===== src/rtl/dcm_pkg.sv =====
// shared types and constants for the directory record callsign matcher
package dcm_pkg;

    // longest callsign the target registers can describe
    localparam int unsigned MAX_CALL_BYTES  = 16;
    // longest usable callsign line, and address line including its newline
    localparam int unsigned MAX_FIELD_BYTES = 31;

    localparam logic [7:0] CHAR_NEWLINE = 8'h0a;
    localparam logic [7:0] CHAR_DOT     = 8'h2e;
    localparam logic [7:0] CHAR_ZERO    = 8'h30;
    localparam logic [7:0] CHAR_NINE    = 8'h39;

    // line and call lengths saturate here
    localparam logic [5:0] LEN_SAT = 6'd63;

    localparam logic [1:0] ACT_DATA       = 2'd0;
    localparam logic [1:0] ACT_DISCONNECT = 2'd1;
    localparam logic [1:0] ACT_FOREIGN    = 2'd2;
    localparam logic [1:0] ACT_RESTART    = 2'd3;

    localparam logic [1:0] PH_RECEIVING = 2'd0;
    localparam logic [1:0] PH_SUCCEEDED = 2'd1;
    localparam logic [1:0] PH_FAILED    = 2'd2;

    localparam logic [1:0] REG_CALL_LOW  = 2'd0;
    localparam logic [1:0] REG_CALL_HIGH = 2'd1;
    localparam logic [1:0] REG_CALL_LEN  = 2'd2;

    localparam logic [1:0] LINE_CALL = 2'd0;
    localparam logic [1:0] LINE_SKIP1 = 2'd1;
    localparam logic [1:0] LINE_SKIP2 = 2'd2;
    localparam logic [1:0] LINE_ADDR = 2'd3;

    typedef struct packed {
        logic [63:0] call_low;
        logic [63:0] call_high;
        logic [4:0]  call_len;
    } dcm_cfg_t;

    typedef struct packed {
        logic        done_res;
        logic        success;
        logic        found;
        logic [31:0] address;
    } dcm_status_t;

endpackage


===== src/rtl/dcm_parser.sv =====
// lookup state and per-byte update logic of the callsign matcher
module dcm_parser
(
    input  logic                 clk,
    input  logic                 rst_n,
    input  logic                 step,
    input  logic [1:0]           action,
    input  logic [7:0]           data_byte,
    input  dcm_pkg::dcm_cfg_t    cfg,
    output dcm_pkg::dcm_status_t status_next
);

    logic [1:0]  phase_reg,       phase_next;
    logic        header_seen_reg, header_seen_next;
    logic [1:0]  line_index_reg,  line_index_next;
    logic [5:0]  call_pos_reg,    call_pos_next;
    logic        call_mm_reg,     call_mm_next;
    logic [5:0]  ip_len_reg,      ip_len_next;
    logic [7:0]  octet_acc_reg,   octet_acc_next;
    logic [1:0]  octet_idx_reg,   octet_idx_next;
    logic [31:0] ip_partial_reg,  ip_partial_next;
    logic        found_reg,       found_next;
    logic [31:0] found_addr_reg,  found_addr_next;

    logic [4:0]   eff_len;
    logic [127:0] target;
    logic [7:0]   target_byte;
    logic         is_newline;
    logic         is_digit;
    logic [7:0]   digit;
    logic [5:0]   ip_len_inc;
    logic [31:0]  ip_stored;
    logic         call_ok;

    always_comb
    begin
        eff_len = (cfg.call_len > 5'(dcm_pkg::MAX_CALL_BYTES))
                  ? 5'(dcm_pkg::MAX_CALL_BYTES) : cfg.call_len;
        target  = {cfg.call_high, cfg.call_low};
        // positions past the register pair read as zero
        target_byte = (call_pos_reg < 6'd16) ? target[{call_pos_reg[3:0], 3'b000} +: 8] : 8'h00;
        is_newline  = (data_byte == dcm_pkg::CHAR_NEWLINE);
        is_digit    = (data_byte >= dcm_pkg::CHAR_ZERO) && (data_byte <= dcm_pkg::CHAR_NINE);
        digit       = data_byte - dcm_pkg::CHAR_ZERO;
        ip_len_inc  = (ip_len_reg < dcm_pkg::LEN_SAT) ? ip_len_reg + 6'd1 : ip_len_reg;
        ip_stored   = ip_partial_reg
                    | ({24'd0, octet_acc_reg} << {~octet_idx_reg, 3'b000});
        call_ok     = !call_mm_reg && (call_pos_reg == {1'b0, eff_len})
                    && (call_pos_reg <= 6'(dcm_pkg::MAX_FIELD_BYTES));

        phase_next       = phase_reg;
        header_seen_next = header_seen_reg;
        line_index_next  = line_index_reg;
        call_pos_next    = call_pos_reg;
        call_mm_next     = call_mm_reg;
        ip_len_next      = ip_len_reg;
        octet_acc_next   = octet_acc_reg;
        octet_idx_next   = octet_idx_reg;
        ip_partial_next  = ip_partial_reg;
        found_next       = found_reg;
        found_addr_next  = found_addr_reg;

        if (action == dcm_pkg::ACT_RESTART)
        begin
            phase_next       = dcm_pkg::PH_RECEIVING;
            header_seen_next = 1'b0;
            line_index_next  = dcm_pkg::LINE_CALL;
            call_pos_next    = 6'd0;
            call_mm_next     = 1'b0;
            ip_len_next      = 6'd0;
            octet_acc_next   = 8'd0;
            octet_idx_next   = 2'd0;
            ip_partial_next  = 32'd0;
            found_next       = 1'b0;
            found_addr_next  = 32'd0;
        end
        else if (phase_reg == dcm_pkg::PH_RECEIVING)
        begin
            unique case (action)
                dcm_pkg::ACT_DISCONNECT:
                begin
                    phase_next = found_reg ? dcm_pkg::PH_SUCCEEDED : dcm_pkg::PH_FAILED;
                end
                dcm_pkg::ACT_FOREIGN:
                begin
                    phase_next = dcm_pkg::PH_FAILED;
                end
                default:
                begin
                    if (found_reg)
                    begin
                        // bytes after a match are dropped
                    end
                    else if (!header_seen_reg)
                    begin
                        if (is_newline)
                        begin
                            if (line_index_reg == dcm_pkg::LINE_SKIP1)
                            begin
                                header_seen_next = 1'b1;
                                line_index_next  = dcm_pkg::LINE_CALL;
                            end
                            else
                            begin
                                line_index_next = dcm_pkg::LINE_SKIP1;
                            end
                        end
                    end
                    else
                    begin
                        unique case (line_index_reg)
                            dcm_pkg::LINE_CALL:
                            begin
                                if (is_newline)
                                begin
                                    call_mm_next    = !call_ok;
                                    line_index_next = dcm_pkg::LINE_SKIP1;
                                end
                                else
                                begin
                                    if ((call_pos_reg >= {1'b0, eff_len})
                                        || (target_byte != data_byte))
                                    begin
                                        call_mm_next = 1'b1;
                                    end
                                    if (call_pos_reg < dcm_pkg::LEN_SAT)
                                    begin
                                        call_pos_next = call_pos_reg + 6'd1;
                                    end
                                end
                            end
                            dcm_pkg::LINE_SKIP1, dcm_pkg::LINE_SKIP2:
                            begin
                                if (is_newline)
                                begin
                                    line_index_next = line_index_reg + 2'd1;
                                end
                            end
                            default:
                            begin
                                ip_len_next = ip_len_inc;
                                if (is_newline)
                                begin
                                    if (!call_mm_reg
                                        && (ip_len_inc <= 6'(dcm_pkg::MAX_FIELD_BYTES)))
                                    begin
                                        found_next      = 1'b1;
                                        found_addr_next = ip_stored;
                                    end
                                    line_index_next = dcm_pkg::LINE_CALL;
                                    call_pos_next   = 6'd0;
                                    call_mm_next    = 1'b0;
                                    ip_len_next     = 6'd0;
                                    octet_acc_next  = 8'd0;
                                    octet_idx_next  = 2'd0;
                                    ip_partial_next = 32'd0;
                                end
                                else if (is_digit)
                                begin
                                    // acc * 10 + digit, kept modulo 256
                                    octet_acc_next = (octet_acc_reg << 3) + (octet_acc_reg << 1)
                                                   + digit;
                                end
                                else if (data_byte == dcm_pkg::CHAR_DOT)
                                begin
                                    if (octet_idx_reg != 2'd3)
                                    begin
                                        ip_partial_next = ip_stored;
                                        octet_idx_next  = octet_idx_reg + 2'd1;
                                        octet_acc_next  = 8'd0;
                                    end
                                end
                            end
                        endcase
                    end
                end
            endcase
        end

        status_next.done_res = (phase_next != dcm_pkg::PH_RECEIVING);
        status_next.success  = (phase_next == dcm_pkg::PH_SUCCEEDED);
        status_next.found    = found_next;
        status_next.address  = found_addr_next;
    end

    always_ff @(posedge clk or negedge rst_n)
    begin
        if (!rst_n)
        begin
            phase_reg       <= dcm_pkg::PH_RECEIVING;
            header_seen_reg <= 1'b0;
            line_index_reg  <= dcm_pkg::LINE_CALL;
            call_pos_reg    <= 6'd0;
            call_mm_reg     <= 1'b0;
            ip_len_reg      <= 6'd0;
            octet_acc_reg   <= 8'd0;
            octet_idx_reg   <= 2'd0;
            ip_partial_reg  <= 32'd0;
            found_reg       <= 1'b0;
            found_addr_reg  <= 32'd0;
        end
        else if (step)
        begin
            phase_reg       <= phase_next;
            header_seen_reg <= header_seen_next;
            line_index_reg  <= line_index_next;
            call_pos_reg    <= call_pos_next;
            call_mm_reg     <= call_mm_next;
            ip_len_reg      <= ip_len_next;
            octet_acc_reg   <= octet_acc_next;
            octet_idx_reg   <= octet_idx_next;
            ip_partial_reg  <= ip_partial_next;
            found_reg       <= found_next;
            found_addr_reg  <= found_addr_next;
        end
    end

endmodule


===== src/rtl/directory_record_callsign_matcher_unit.sv =====
// top level: configuration registers, input handshake and result register
//
// Each accepted transfer (a directory byte, a disconnect, a foreign event or a restart) updates the
// lookup state in one pass of logic and loads one status result into the output
// register, which shows it from the next cycle on. One transfer is accepted per
// cycle; the input stalls only while the output register holds a result that has
// not been taken, so throughput is one item per clock while results are taken.
module directory_record_callsign_matcher_unit
(
    input  logic        clk,
    input  logic        rst_n,
    input  logic        cfg_we,
    input  logic [1:0]  cfg_index,
    input  logic [63:0] cfg_data,
    input  logic        in_valid,
    output logic        in_ready,
    input  logic [1:0]  action,
    input  logic [7:0]  data_byte,
    output logic        out_valid,
    input  logic        out_ready,
    output logic        done_res,
    output logic        success,
    output logic        found,
    output logic [31:0] address
);

    dcm_pkg::dcm_cfg_t    cfg_reg;
    dcm_pkg::dcm_status_t status_next;
    dcm_pkg::dcm_status_t result_reg;
    logic                 out_valid_reg;
    logic                 step;

    assign in_ready = !out_valid_reg || out_ready;
    assign step     = in_valid && in_ready;

    dcm_parser u_parser
    (
        .clk         (clk),
        .rst_n       (rst_n),
        .step        (step),
        .action      (action),
        .data_byte   (data_byte),
        .cfg         (cfg_reg),
        .status_next (status_next)
    );

    always_ff @(posedge clk or negedge rst_n)
    begin
        if (!rst_n)
        begin
            cfg_reg.call_low  <= 64'd0;
            cfg_reg.call_high <= 64'd0;
            cfg_reg.call_len  <= 5'd1;
        end
        else if (cfg_we)
        begin
            unique case (cfg_index)
                dcm_pkg::REG_CALL_LOW:  cfg_reg.call_low  <= cfg_data;
                dcm_pkg::REG_CALL_HIGH: cfg_reg.call_high <= cfg_data;
                dcm_pkg::REG_CALL_LEN:  cfg_reg.call_len  <= cfg_data[4:0];
                default:
                begin
                    // unmapped index, write dropped
                end
            endcase
        end
    end

    always_ff @(posedge clk or negedge rst_n)
    begin
        if (!rst_n)
        begin
            out_valid_reg <= 1'b0;
        end
        else if (step)
        begin
            out_valid_reg <= 1'b1;
        end
        else if (out_ready)
        begin
            out_valid_reg <= 1'b0;
        end
    end

    always_ff @(posedge clk)
    begin
        if (step)
        begin
            result_reg <= status_next;
        end
    end

    assign out_valid = out_valid_reg;
    assign done_res  = result_reg.done_res;
    assign success   = result_reg.success;
    assign found     = result_reg.found;
    assign address   = result_reg.address;

endmodule


===== config.mk =====
export PLATFORM = sky130hd
export DESIGN_NAME = directory_record_callsign_matcher_unit
export DESIGN_NICKNAME = d
export VERILOG_FILES = /design/src/rtl/dcm_pkg.sv /design/src/rtl/dcm_parser.sv /design/src/rtl/directory_record_callsign_matcher_unit.sv
export SDC_FILE = /design/constraint.sdc
export NUM_CORES = 1
export LEC_CHECK = 0
export ABC_AREA = 1
export ABC_CLOCK_PERIOD_IN_PS = 6200
export BUFFER_PORTS_ARGS = -buffer_cell sky130_fd_sc_hd__buf_4
export CORE_UTILIZATION = 64
export CTS_CLUSTER_SIZE = 30
export DETAILED_ROUTE_END_ITERATION = 10
export MAX_ROUTING_LAYER = met4
export PLACE_DENSITY = 0.88
export SETUP_SLACK_MARGIN = 0.3
export SKIP_LAST_GASP = 1
export SYNTH_ARGS = -nofsm -noshare
export SYNTH_HDL_FRONTEND = slang
export SYNTH_SLANG_ARGS = --single-unit

===== constraint.sdc =====
create_clock -name clk -period 6.2 [get_ports clk]
set_clock_uncertainty 0.2 [all_clocks]
set_input_delay 0 -clock clk [delete_from_list [all_inputs] [get_ports clk]]
set_output_delay 0 -clock clk [all_outputs]
set_load 0.01 [all_outputs]

* After elaboration in Yosys (flattened, before gate mapping) *
Index checks and enable logic that the tools add are counted.

cells by class
  $add $sub $neg = 7
  order comparisons = 9
  eq/ne operators = 20
  shifts and indexed selects = 2
  multiplexer cells = 98
  bitwise operators = 2
  reductions and logical operators = 37

operators with widths
  kind                   number
  $mux W32               18
  $shiftx A128 B8 Y8     1
  $mux W6                16
  $mux W8                11
  $mux W2                22
  $or A32 B32 Y32        1
  $shl A8 B5 Y32         1
  $mux W1                26
  $reduce_and A9 Y1      2
  $add A8 B8 Y8          2
  $reduce_and A8 Y1      2
  $add A6 B1 Y6 const B  2
  $le A6 B5 Y1 const B   2
  $lt A6 B6 Y1 const B   2
  $pmux W6 S2            1
  $reduce_bool A3 Y1     4
  $reduce_bool A2 Y1     5
  $eq A2 B1 Y1 const B   4
  $eq A2 B2 Y1 const B   4
  $eq A8 B4 Y1 const B   1
  $eq A8 B6 Y1 const B   1
  $ge A8 B6 Y1 const B   1
  $le A8 B6 Y1 const B   1
  $ne A8 B8 Y1           1
  other kinds (26)       44

word-level totals
  flip-flop bits (word level) = 262
  input port bits = 81
  logic and storage cells = 194

* Longest topological paths before layout *
Gate-level depths: netlist of run 1.

  depth after elaboration = 13
  mapped depth = 17
  mapped depth without buffers = 15

* Cells and area by module *
A second synthesis of run 1 with hierarchy kept.

unflattened totals
  cells, all modules = 1675
  area total of the unflattened synthesis = 13533.0 µm²

by module, submodules not included
  module                                  times used  cells each  area an instance (µm²)  seq. area each (µm²)
  dcm_parser                              1           1047        7000.5                  2327.2
  directory_record_callsign_matcher_unit  1           628         6532.5                  4405.5

* Worst setup path before layout of run 1 *
OpenSTA, ideal clock, no wires.

  kind = reg-to-reg
  start point = reg out_valid_reg, in the netlist out_valid
  end point = reg result_reg (netlist bit address[0]), enable pin
  setup time = 413 ps
  arrival time = 2177 ps
  data required time = 5587 ps
  path slack = 3409 ps
  stages on the path, launching flop included = 6
  buffers on the path = 2
  cells stage by stage = dfrtp_1 -> nand2_2 -> nand2_2 -> inv_1 -> clkbuf_1 -> clkbuf_1

on the way
  cells in the longest elaborated chain, start to end = 3

ends and longest elaborated chain
  what                      line                                          source
  start: declaration        directory_record_callsign_matcher_unit.sv:30  logic out_valid_reg;
  start signal: assignment  directory_record_callsign_matcher_unit.sv:73  out_valid_reg <= 1'b0;
  start signal: assignment  directory_record_callsign_matcher_unit.sv:77  out_valid_reg <= 1'b1;
  start signal: assignment  directory_record_callsign_matcher_unit.sv:81  out_valid_reg <= 1'b0;
  $logic_not A1 Y1          directory_record_callsign_matcher_unit.sv:33  assign in_ready = !out_valid_reg || out_ready;
  $logic_or A1 B1 Y1        directory_record_callsign_matcher_unit.sv:33
  net in_ready              directory_record_callsign_matcher_unit.sv:16  output logic in_ready,
  $logic_and A1 B1 Y1       directory_record_callsign_matcher_unit.sv:34  assign step = in_valid && in_ready;
  net step                  directory_record_callsign_matcher_unit.sv:31  logic step;
  end signal: assignment    directory_record_callsign_matcher_unit.sv:89  result_reg <= status_next;
  end: declaration          directory_record_callsign_matcher_unit.sv:29  dcm_pkg::dcm_status_t result_reg;

The timed path passes the listed nets, and every way through them passes these cells.
A chain may end at the register's enable or synchronous reset.

* Worst setup path in the final report of run 1 *
  start point = reg cfg_reg[1] in the netlist's numbering
  end point = reg u_parser.call_mm_reg

on the way
  cells in the longest elaborated chain, start to end = 13

ends and longest elaborated chain
  what                    line                                          source
  start: declaration      directory_record_callsign_matcher_unit.sv:27  dcm_pkg::dcm_cfg_t cfg_reg;
  $gt A5 B5 Y1            dcm_parser.sv:37                              eff_len = (cfg.call_len > 5'(dcm_pkg::MAX_CALL_BYTES))
  $mux W5 *               dcm_parser.sv:38                              ? 5'(dcm_pkg::MAX_CALL_BYTES) : cfg.call_len;
  $eq A6 B5 Y1            dcm_parser.sv:48                              call_ok = !call_mm_reg && (call_pos_reg == {1'b0, eff_len})
  $logic_and A1 B1 Y1     dcm_parser.sv:48
  $logic_and A1 B1 Y1     dcm_parser.sv:49                              && (call_pos_reg <= 6'(dcm_pkg::MAX_FIELD_BYTES));
  $logic_not A1 Y1        dcm_parser.sv:116                             call_mm_next = !call_ok;
  $mux W1                 dcm_parser.sv:114                             if (is_newline)
  $pmux W1 S2             dcm_parser.sv:111                             unique case (line_index_reg)
  $mux W1                 dcm_parser.sv:94                              else if (!header_seen_reg)
  $mux W1                 dcm_parser.sv:90                              if (found_reg)
  $mux W1                 dcm_parser.sv:79                              unique case (action)
  $mux W1                 dcm_parser.sv:77                              else if (phase_reg == dcm_pkg::PH_RECEIVING)
  $mux W1                 dcm_parser.sv:63                              if (action == dcm_pkg::ACT_RESTART)
  end signal: assignment  dcm_parser.sv:208                             call_mm_reg <= call_mm_next;
  end: declaration        dcm_parser.sv:17                              logic call_mm_reg, call_mm_next;

Every way passes the cells marked *; elsewhere a longest branch is shown, timed or not. The select of a mux whose other input is x is not followed.

==> results of run 1 <==
-- report_power, final --
group          switching (mW)  internal, mW  total (mW)
Sequential              0.172          1.97        2.14
Clock                   0.657         0.988        1.65
Combinational            1.06         0.546        1.60
-- synth_stat cells (2+ instances only) --
master,instances
o21ai_2,9
nand2_1,397
nand2_2,5
nor4_1,2
xnor2_1,2
clkbuf_1,41
nor3_2,3
edfxtp_1,35
nand3_1,134
o211ai_1,2
dfrtp_1,226
nor3_1,5
nor3_4,3
a21oi_1,15
o21ai_1,69
o22ai_1,2
buf_4,11
nor2_1,72
xor2_1,6
fa_1,5
inv_1,235
a21oi_2,32
buf_6,10
buf_2,19
o31ai_1,5
ha_1,26
inv_2,11
o21ai_0,219
buf_1,4
clkinv_1,4
nand4_1,3
-- kinds of logic (layout without fill, tap and decap cells) --
kind of cell	after synthesis	count (layout)	share of synthesized area [%]
simple gates	631	631	20.09
compound gates	359	359	15.00
buf+inv	336	519	10.56
flops	262	262	50.62
fa+ha+maj	31	31	3.199
xor+xnor	8	8	0.5268
other cells	0	2	0
-- repair_timing --
| action | in CTS | in global routing |
|---|---|---|
| resized for setup | 0 | 2 |
| endpoints found under the hold margin | 265 | 0 |
| hold buffers | 96 | 0 |
| endpoints found under the setup margin | 0 | 1 |
-- critical path, stage by stage (launching register included) --
cell and delay [ps]:
dfrtp_1 440, o41ai_4 460, nand2_1 130, ha_1 330
inv_1 60, nor2_1 40, o21ai_0 270, nand4_1 170
nor2_2 230, inv_2 50, a21oi_1 140, nand2_1 70
dlygate4sd3_1 560, nor2_1 100, dlygate4sd3_1 550, nand3_1 60
dlygate4sd3_1 560, nand3_1 60, dlygate4sd3_1 540, nand2_1 70
dlygate4sd3_1 570
-- final cells by class --
cell class | count | share of cell area [%]
clock inverter | 4 | 0.4375
sequential | 262 | 42.04
inverter | 251 | 5.898
clock buffer | 44 | 5.179
tap | 270 | 2.109
antenna | 2 | 0.03125
timing repair buffer | 220 | 11.85
multi-input combinational | 1029 | 32.45
-- metal layers --
metal	track usage, %	share of wire (%)	vias to the layer above
met5	-	0	-
met3	4.406	6.7	154
li1	-	-	5525
met4	16.41	5.2	0
met2	58.62	50	608
met1	43.26	38	5647
-- stage by stage --
step                setup WS [ps]  power, mW  utilization, %
detailed placement           3189      3.610           69.62
global route                125.7      5.656           78.90
global placement             3375      3.551           69.62
floorplan                    3409      3.191               -
CTS                         680.7      5.318           78.78
finish                      441.2      5.388           78.90
-- worst max path at each step --
stage	slack [ps]	start	end	cells after the start
global route	130	cfg_reg[1]	u_parser.call_mm_reg	20
detailed placement	3190	u_parser.ip_len_reg[0]	u_parser.found_addr_reg[2]	9
finish	440	cfg_reg[1]	u_parser.call_mm_reg	20
global placement	3370	u_parser.octet_acc_reg[2]	u_parser.octet_acc_reg[7]	8
CTS	680	cfg_reg[1]	u_parser.call_mm_reg	20
floorplan	3410	out_valid	address[0]	5
==> results by group, run 1 <==
STA
  – Hold_ws: -46.48 ps
  – RSZ-0062 raised after global routing: false
  – Final setup TNS: 0 ps
  – Final slew viol count: 0
  – Final Cycle Share: 92.88%
  – Final setup violation count: 0
  – Worst-margin pin slew: 1158 ps
  – Hold Vio Cnt, Final: 27
  – Slew headroom: 22.83%
  – Highest Clock Rate: 173.6 MHz
  – Tmin final: 5759 ps

Finish
  – Layout fillers: 1,252
  – Total area of sequential cells: 6734 µm²
  – Footprint of the multi-input gates: roughly 5200 µm²
  – Most common cell after layout, fill and taps aside: nand2_1
  – Most frequent cells in the layout: nand2_1, inv_1, dfrtp_1, o21ai_0, nand3_1
  – Layout cells sized above 1: 13.31%
  – Synth-to-Final Area Change: 20.42%
  – Largest register FFs: between 100 and 150
  – Finished layout cell area: 16,020 µm²
  – Fin nets: 1,902
  – Fin cells: 2,082

Floorplanning
  – Die Ht: ~150 µm
  – Ports: 118
  – Starting Density: 65.52%
  – Core Region: 20,300 µm²
  – Die width: 146.2 µm
  – Core Rows: 52
  – Die ar.: 21,360 µm²

Worst setup path
  – Reg2reg start: cfg_reg[1]
  – Critical path class: register to register
  – CP Launch Type: register
  – WP data arrival: 5970 ps
  – Reg2Reg Depth: 20
  – R2R setup slack: roughly 440 ps
  – Worst Setup End Kind: register
  – Worst-path maximum fanout: 3
  – Critical Path RT: 6410 ps
  – Reg2reg end: u_parser.call_mm_reg

CTS
  – # Post-CTS Setup Buffers: 0
  – Clock Tree Root: clkbuf_16
  – Max clock buf depth: 3
  – Clk pin slew, worst setup/hold paths: 60 ps
  – Cts bufs inserted: 26
  – # clock sinks: 262
  – H-tree levels: 1
  – CTS tree: done
  – Later-pin clock latency in the skew report: 530 ps

Synth
  – #FFs+latches synth: 262
  – Primary flip-flop cell chosen by synthesis mapping: dfrtp_1
  – Cell count after synthesis: 1,627
  – Mean area per synthesized cell: 8.175 µm²
  – Top cell type's share of synthesized area: 42.52%
  – YS warnings: 0
  – EDFF count, synth: 35
  – Yosys top cell by area: dfrtp_1
  – Seq/Total Area, Yosys: 50.62%
  – Ranking of synthesized cells by area: dfrtp_1, nand2_1, o21ai_0
  – FFs w/ async S/R, synth: a little under 90%
  – Mapped Area: 13,300 µm²
  – Post-synth cell types: between 40 and 50
  – Synth Net Count: 1,739

Pwr
  – Power per Cell Area: 336.4 nW/µm²
  – VDD IR-drop max: roughly 0.29 mV
  – Pleak: 7.851 nW

Placed design
  – Placed cell areas: 14,130 µm²
  – Post-DP HPWL: 21.42 mm
  – Final Wtd Congestion: 0.8995
  – PortBufs: 117
  – Placed cell count: 1,936

GRT
  – Pin count of the biggest net entering global routing: ~130
  – GRT Overall Usage: 35.30%
  – Initial antenna violation count: 2
  – Overflow after GRT: 0
  – Vias in the first global route: 11,710
  – First-pass GRT wire length: 58.40 mm

Outcome
  – Outcome: finished, violations left
  – Failing checks: hold timing

Drt
  – Total iterations of the first detailed-routing run: 6
  – Routed vias: roughly 12,000
  – DR vias/cell: around 5.7
  – WL/cell: 17.25 µm
  – Detailed Route Iter0 Violations: around 1,200
  – Routed WL: 35.92 mm
  – DRC: 0
  – Post-route ant nets: 0

Flow run
  – Max-Cap Viols: 0

Min path
  – Worst Hold Class: input pin to asynchronous set/reset pin
Note: power is estimated with default switching activity, not from simulation.
==> run 2, diff against run 1 <==
Settings changed: ABC_AREA 1 to default.
==> run 2 against run 1 <==
  * The run now ends clean
  * Setup slack improved by 990 ps
  * First-iteration DRC count fell by 28%
  * Hold slack improved by 69 ps
  * Core utilization rose by 0.70 points
  * Count of clock-buffer cells in the layout rose by 4
  * Cell area fell by 3.6%
  * Global-route usage rose by 0.37 points
  * Cell count fell by 26%
  * Via count fell by 18%
  * Combinational power fell by 35%
  * Synthesized cell count fell by 34%
==> results by group, run 2 <==
Worst setup path
  – CP Launch Type: register
  – Critical Path RT: roughly 6400 ps
  – Reg2Reg Depth: 10
  – Worst-path maximum fanout: 27
  – Critical path class: register to register
  – Worst Setup End Kind: register
  – WP data arrival: 5000 ps

Floorplanning
  – Ports: 118
  – Starting Density: 65.24%
  – Die Ht: between 100 and 150 µm
  – Die ar.: 20,340 µm²
  – Core Rows: 51
  – Core Region: 19,400 µm²
  – Die width: 142.6 µm

Synth
  – Top cell type's share of synthesized area: 44.69%
  – Cell count after synthesis: 1,077
  – #FFs+latches synth: 262
  – Count leader, synth: dfrtp_1
  – Ranking of synthesized cells by area: dfrtp_1, mux2_2, edfxtp_1
  – Synth cell count leaders: dfrtp_1, mux2_2, nand2_1
  – Synth Net Count: 1,189
  – Primary flip-flop cell chosen by synthesis mapping: dfrtp_1
  – Yosys top cell by area: dfrtp_1
  – Post-synth cell types: 66
  – YS warnings: 0
  – EDFF count, synth: 35
  – Mapped Area: 12,660 µm²
  – Mean area per synthesized cell: 11.75 µm²
  – FFs w/ async S/R, synth: 86.64%
  – Seq/Total Area, Yosys: 53.20%

STA
  – Worst-margin pin slew: 1199 ps
  – Final setup violation count: 0
  – Final Cycle Share: 76.90%
  – Final setup TNS: 0 ps
  – Tmin final: 4768 ps
  – Final slew viol count: 0
  – Hold Vio Cnt, Final: 0
  – Slew headroom: 20.04%
  – Highest Clock Rate: 209.7 MHz
  – RSZ-0062 raised after global routing: false

GRT
  – Vias in the first global route: 10,030
  – Met3 usage in global routing: 5.030%
  – Initial antenna violation count: 0
  – Pin count of the biggest net entering global routing: 82
  – First-pass GRT wire length: 53.64 mm
  – Met1 usage: 42.53%
  – GR peak layer: met2
  – GRT Overall Usage: 35.67%
  – M2 GR Usage: 59.18%
  – Overflow after GRT: 0

Finish
  – Layout cells sized above 1: around a quarter
  – Diodes inserted: 0
  – Total area of sequential cells: between 6000 and 7000 µm²
  – Most common cell after layout, fill and taps aside: dfrtp_1
  – Layout fillers: 1,057
  – Fin nets: around 1,400
  – Largest register FFs: 133
  – Synth-to-Final Area Change: 22.02%
  – Most frequent cells in the layout: dfrtp_1, mux2_2, buf_4, nand2_1, dlygate4sd3_1
  – Footprint of the multi-input gates: 5505 µm²
  – Fin cells: between 1,500 and 2,000

CTS
  – Max clock buf depth: 3
  – # Post-CTS Setup Buffers: 0
  – Clock Tree Root: clkbuf_16
  – Cts bufs inserted: 28
  – CTS tree: done
  – H-tree levels: 1
  – Later-pin clock latency in the skew report: 550 ps
  – # clock sinks: approximately 260
  – Clk pin slew, worst setup/hold paths: approximately 70 ps

Min path
  – WHS Path Cells: 6
  – Worst Hold Class: input pin to register

Drt
  – Routed WL: roughly 33 mm
  – Post-route ant nets: 0
  – Routed vias: 9,785
  – Detailed Route Iter0 Violations: around 860
  – DR vias/cell: 6.362
  – WL/cell: 21.71 µm
  – DRC: 0
  – Total iterations of the first detailed-routing run: 5

Placed design
  – Post-DP HPWL: between 15 and 20 mm
  – PortBufs: 117
  – Placed cell count: 1,397
  – Final Wtd Congestion: 0.8430

Pwr
  – Sequential power share: 44.6%
  – Clk pwr share: 34.0%
  – Int Pwr: 3.433 mW
  – Logic pwr share: 21.5%
  – Sw Share: 29.00%
  – Pleak: 6.493 nW
  – Power per Cell Area: 313.1 nW/µm²
  – Psw: 1.402 mW
  – VDD IR-drop max: 0.2748 mV

Flow run
  – Max-Cap Viols: 0

Outcome
  – Outcome: finished, final reports clean
-- run 2: changes by cell type in the layout (fill, tap and decap cells not counted), sizes merged, moves of 9 or more --
| cell | before | now |
|---|---|---|
| nand2 | 403 | 96 |
| mux2i | 0 | 15 |
| a211oi | 0 | 36 |
| o31ai | 5 | 38 |
| mux2 | 0 | 133 |
| nor3 | 11 | 43 |
| nand3 | 135 | 9 |
| nor2 | 74 | 62 |
| mux4 | 0 | 24 |
| o21ai | 297 | 48 |
| inv | 247 | 23 |
| nor2b | 0 | 9 |
| a21oi | 48 | 77 |
-- run 2: through the flow --
| stage | setup WS (ps) | power [mW] | area, µm² | utilization [%] | hold slack [ps] |
|---|---|---|---|---|---|
| floorplan | 3518 | 2.781 | 12660 | - | -495.6 |
| CTS | 1577 | 4.744 | 15440 | 79.61 | 5.049 |
| global route | 1279 | 4.991 | 15440 | 79.61 | 54.28 |
| finish | 1432 | 4.835 | 15440 | 79.61 | 23.00 |
| detailed placement | 2635 | 3.083 | 13630 | 70.28 | -155.5 |
| global placement | 2716 | 3.025 | 13630 | 70.28 | -160.4 |
-- run 2: critical path, stage by stage (launching register included) --
cell           delay (ps)
dfrtp_1              1140
nor4bb_1              700
a22oi_1               230
nand2_1               140
xnor2_1               120
o2111a_1              180
dlygate4sd3_1         540
and4bb_1              190
dlygate4sd3_1         560
o22ai_1                70
dlygate4sd3_1         580
-- run 2: final timing paths --
path	start	endpoint	slack, ps
worst max register to register	u_parser.call_pos_reg[2]	u_parser.call_mm_reg	1430
min in group asynchronous	rst_n	cfg_reg[0]	360
worst max-delay path	u_parser.call_pos_reg[2]	u_parser.call_mm_reg	1430
worst min-delay path	action[0]	u_parser.phase_reg[0]	20
worst min register to register	u_parser.ip_partial_reg[0]	u_parser.ip_partial_reg[0]	280
max in group asynchronous	rst_n	u_parser.call_pos_reg[0]	4470
-- run 2: cells by family (layout without fill, tap and decap cells) --
family | after synthesis | after routing | synth area share (%)
compound gates | 236 | 236 | 11.76
fa+ha+maj | 31 | 31 | 3.361
mux | 172 | 172 | 17.32
simple gates | 260 | 260 | 9.659
flops | 262 | 262 | 53.20
xor+xnor | 19 | 19 | 1.315
buf+inv | 97 | 293 | 3.381
-- run 2: layout make-up --
cell class	instances	share of cell area [%]
Tap cell	265	2.147
Timing Repair Buffer	218	12.20
Clock buffer	48	5.680
Clock inverter	4	0.1539
Multi-Input combinational cell	718	35.65
Inverter	23	0.5591
Sequential cell	262	43.61
-- run 2: repair_timing --
| item | CTS | global route |
|---|---|---|
| hold buffers | 89 | 0 |
| endpoints found under the setup margin | 0 | 0 |
| gates resized for setup | 0 | 0 |
| endpoints found under the hold margin | 264 | 0 |
-- run 2: power groups by stage --
| stage | Sequential, mW | Clock (mW) | Combinational, mW |
|---|---|---|---|
| 2_1_floorplan | 2.06 | 0 | 0.724 |
| 3_3_place_gp | 2.14 | 0 | 0.885 |
| 3_5_place_dp | 2.16 | 0 | 0.924 |
| 4_1_cts | 2.13 | 1.63 | 0.984 |
| 5_1_grt | 2.17 | 1.71 | 1.11 |
| 6_report | 2.16 | 1.64 | 1.04 |
-- run 2: per-layer routing --
layer	share of wire (%)	wire, µm	up-vias
li1	-	-	4293
met1	37	12190	4829
met2	51	16940	512
met3	7.0	2330	151
met4	5.8	1933	0
met5	0	0	-
